File: src/design/c2d_ram.sv
module c2d_ram #(
  parameter int WIDTH = 16,
  parameter int DEPTH = 16
) (
  input  logic                             clk,
  input  logic                             we,
  input  logic [(DEPTH > 1 ? $clog2(DEPTH) : 1)-1:0] waddr,
  input  logic [WIDTH-1:0]                 wdata,
  input  logic [(DEPTH > 1 ? $clog2(DEPTH) : 1)-1:0] raddr,
  output logic [WIDTH-1:0]                 rdata
);

  logic [WIDTH-1:0] mem [DEPTH];

  // one write port, one registered read port
  always_ff @(posedge clk) begin
    if (we) begin
      mem[waddr] <= wdata;
    end
    rdata <= mem[raddr];
  end

endmodule

File: config.mk
export PLATFORM = sky130hd
export DESIGN_NAME = c2d_ram
export DESIGN_NICKNAME = d
export VERILOG_FILES = /design/src/design/c2d_ram.sv
export SDC_FILE = /design/constraint.sdc
export NUM_CORES = 1
export LEC_CHECK = 0
export BUFFER_PORTS_ARGS = -buffer_cell sky130_fd_sc_hd__clkbuf_2
export CORE_MARGIN = 2
export CORE_UTILIZATION = 35
export CTS_CLUSTER_DIAMETER = 200
export DETAILED_ROUTE_END_ITERATION = 16
export SYNTH_ARGS = -nofsm -noshare
export SYNTH_HDL_FRONTEND = slang
export SYNTH_SLANG_ARGS = --single-unit
File: constraint.sdc
create_clock -name clk -period 4.1 [get_ports clk]
set_input_delay 0 -clock clk [delete_from_list [all_inputs] [get_ports clk]]
set_output_delay 0 -clock clk [all_outputs]
set_load 0.02 [all_outputs]
==> metrics <==
Final Util=41.6%; initial DRC count=413; final non-filler cell total=922; syn_nets=458; Arr. time, crit path=1.91 ns; Register Area=0.00801 mm²; clk_lat worst skew=0.54 ns; clock sinks=272; crit start category=input port; CTS tree=built; area of the die=0.0301 mm²; layout cells sized above 1=32.3%; I/O pin cnt=42; routability cong.=0.711; # fillers=2462; port bufs=41; Leak Pwr=3.85 nW; post-synth top area share=76.5%; die height=173 µm; Routed WL per cell=23.2 µm; worst setup margin=2.60 ns; Worst-path clk slew=0.06 ns; WP data required=4.51 ns; initial core utilization=35.3%; vias in the first global route=5009; RSZ-0062 raised after global routing=false; Hold Path Class=in -> reg; clock period minus worst slack=1.50 ns; largest cells by area after synthesis=edfxtp_1 (77%), mux4_2 (12%), dfxtp_1 (3.2%); clock buffer depth=3; synth warn=0; met3 routed WL=1110 µm; register area share after synthesis=79.7%; Setup TNS Final=0 ns; post-cts resize count=0; Worst slew margin=36.6%; Antenna diodes=0; most frequent cells in the layout=edfxtp_1 (256), mux4_2 (54), clkbuf_2 (40), a22oi_1 (32), clkbuf_16 (27); CP max FO=42; critical path type=in -> reg; Max IR drop VDD=~0.36 mV; met2 wire len=10700 µm; Pins Over Slew Limit=0; Setup WS pre-CTS=2.01 ns; area occupied by multi-input gates=0.00196 mm²; Final Hold Vio Count=0; Setup violations, final=0; Clock Skews=~0.017 ns; # DRC=0; Post-Route WL=21400 µm; GRT overflow=0; largest area contributor in the netlist=edfxtp_1; Total GRT Usage=around 14%; final net count=546; Avg Cell Area, Syn=23.2 µm²; Final Cycle Share=a little over a third; Vias/cell=5.06; DRT antenna net count=0; Syn-to-layout area delta=17.9%; DIE WIDTH=approximately 170 µm; synthesized area=0.0100 mm²; CTS Root Cell=clkbuf_16; critical path capture point type=flop; Core Footprint=approximately 0.028 mm²; Synth Register Bits=272; status=finished, final reports clean; most common cell after layout, fill and taps aside=edfxtp_1; Row Count=62; largest net degree at the start of global routing=43; Pwr Density=491 mW/mm²; Highest Signal Layer=met4; fmax=667 MHz; Via Count=4665; Met1 Wirelength=approximately 9000 µm; DP HPWL=around 12000 µm; CTS H-tree depth=1; Detailed Routing Iterations Pass 1=4; Tightest Pin Transition=0.951 ns; synth unique cells=19; maxcap violations=0; synthesized instance count=roughly 430; Post-Place Cells=859; first-pass GRT wire length=31700 µm; total CTS buffers=27; initial antenna violation count=1
==> state kept, by name, summed over array words and instances (netlist names) <==
signal / flops
rdata: 16
mem: 256
==> cells by family (layout without fill, tap and decap cells) <==
logic type	Yosys count	count (layout)	share of synthesized area (%)
AO/OA/AOI/OAI	32	32	2.39
AND/OR/NAND/NOR	43	43	1.92
multiplexers	64	64	14.7
flip-flops	272	272	79.7
buffers and inverters	21	127	1.23
==> metal layers <==
layer | vias to the layer above | GRT usage (%)
li1 | 2012 | -
met1 | 2480 | 19.1
met2 | 133 | 23.8
met3 | 40 | 2.83
met4 | 0 | 4.52
met5 | - | 0
==> metrics by stage <==
| stage | total power, mW | hold WS, ns | area [µm²] |
|---|---|---|---|
| 6_report | 5.82 | 0.0397 | 11800 |
| 2_1_floorplan | 3.36 | 0.0989 | 10000 |
| 5_1_grt | 6.00 | 0.0581 | 11800 |
| 4_1_cts | 5.88 | 0.0185 | 11800 |
| 3_5_place_dp | 3.48 | 0.396 | 10800 |
| 3_3_place_gp | 3.47 | 0.374 | 10800 |
==> power breakdown <==
part           leakage [nW]  switching [mW]  internal, mW
Clock                 0.424           0.982          1.41
Sequential             2.45          0.0182          3.11
Combinational         0.980           0.177         0.122
==> cell usage after synthesis (all sizes together) <==
cell type and instances:
edfxtp 256, mux4 64, a22oi 32, nand2 17, dfxtp 16, buf 13, nor2 13, clkbuf 8
nor3 4, nand2b 2, nand3b 2, nor2b 2, and2 1, nand3 1, or3b 1
==> layout make-up <==
cell class | count | area share, %
Clock buffer | 35 | 6.04
Tap cell | 384 | 4.06
Timing Repair Buffer | 80 | 4.56
Multi-Input combinational cell | 139 | 16.6
Clock inverter | 12 | 1.16
Sequential cell | 272 | 67.6
==> final timing paths <==
check	startpoint	end	slack (ns)	cells after the start
max	raddr[0]	rdata[11]$_DFF_P_	2.60	5
min reg2reg	mem[15][4]$_DFFE_PP_	rdata[4]$_DFF_P_	0.66	3
min	waddr[1]	mem[12][12]$_DFFE_PP_	0.04	2
max reg2reg	mem[10][10]$_DFFE_PP_	rdata[10]$_DFF_P_	2.75	3
==> repair_timing <==
item | 4_1_cts | 5_1_grt
hold buffers | 16 | 0
endpoints found under the hold margin | 256 | 0
setup buffers | 0 | 0
==> worst max-delay path, stage by stage <==
cell     delay, ns
buf_4         0.62
buf_4         0.39
mux4_1        0.58
a22oi_1       0.20
nand2_1       0.08
(Power assumes the default switching activity.)
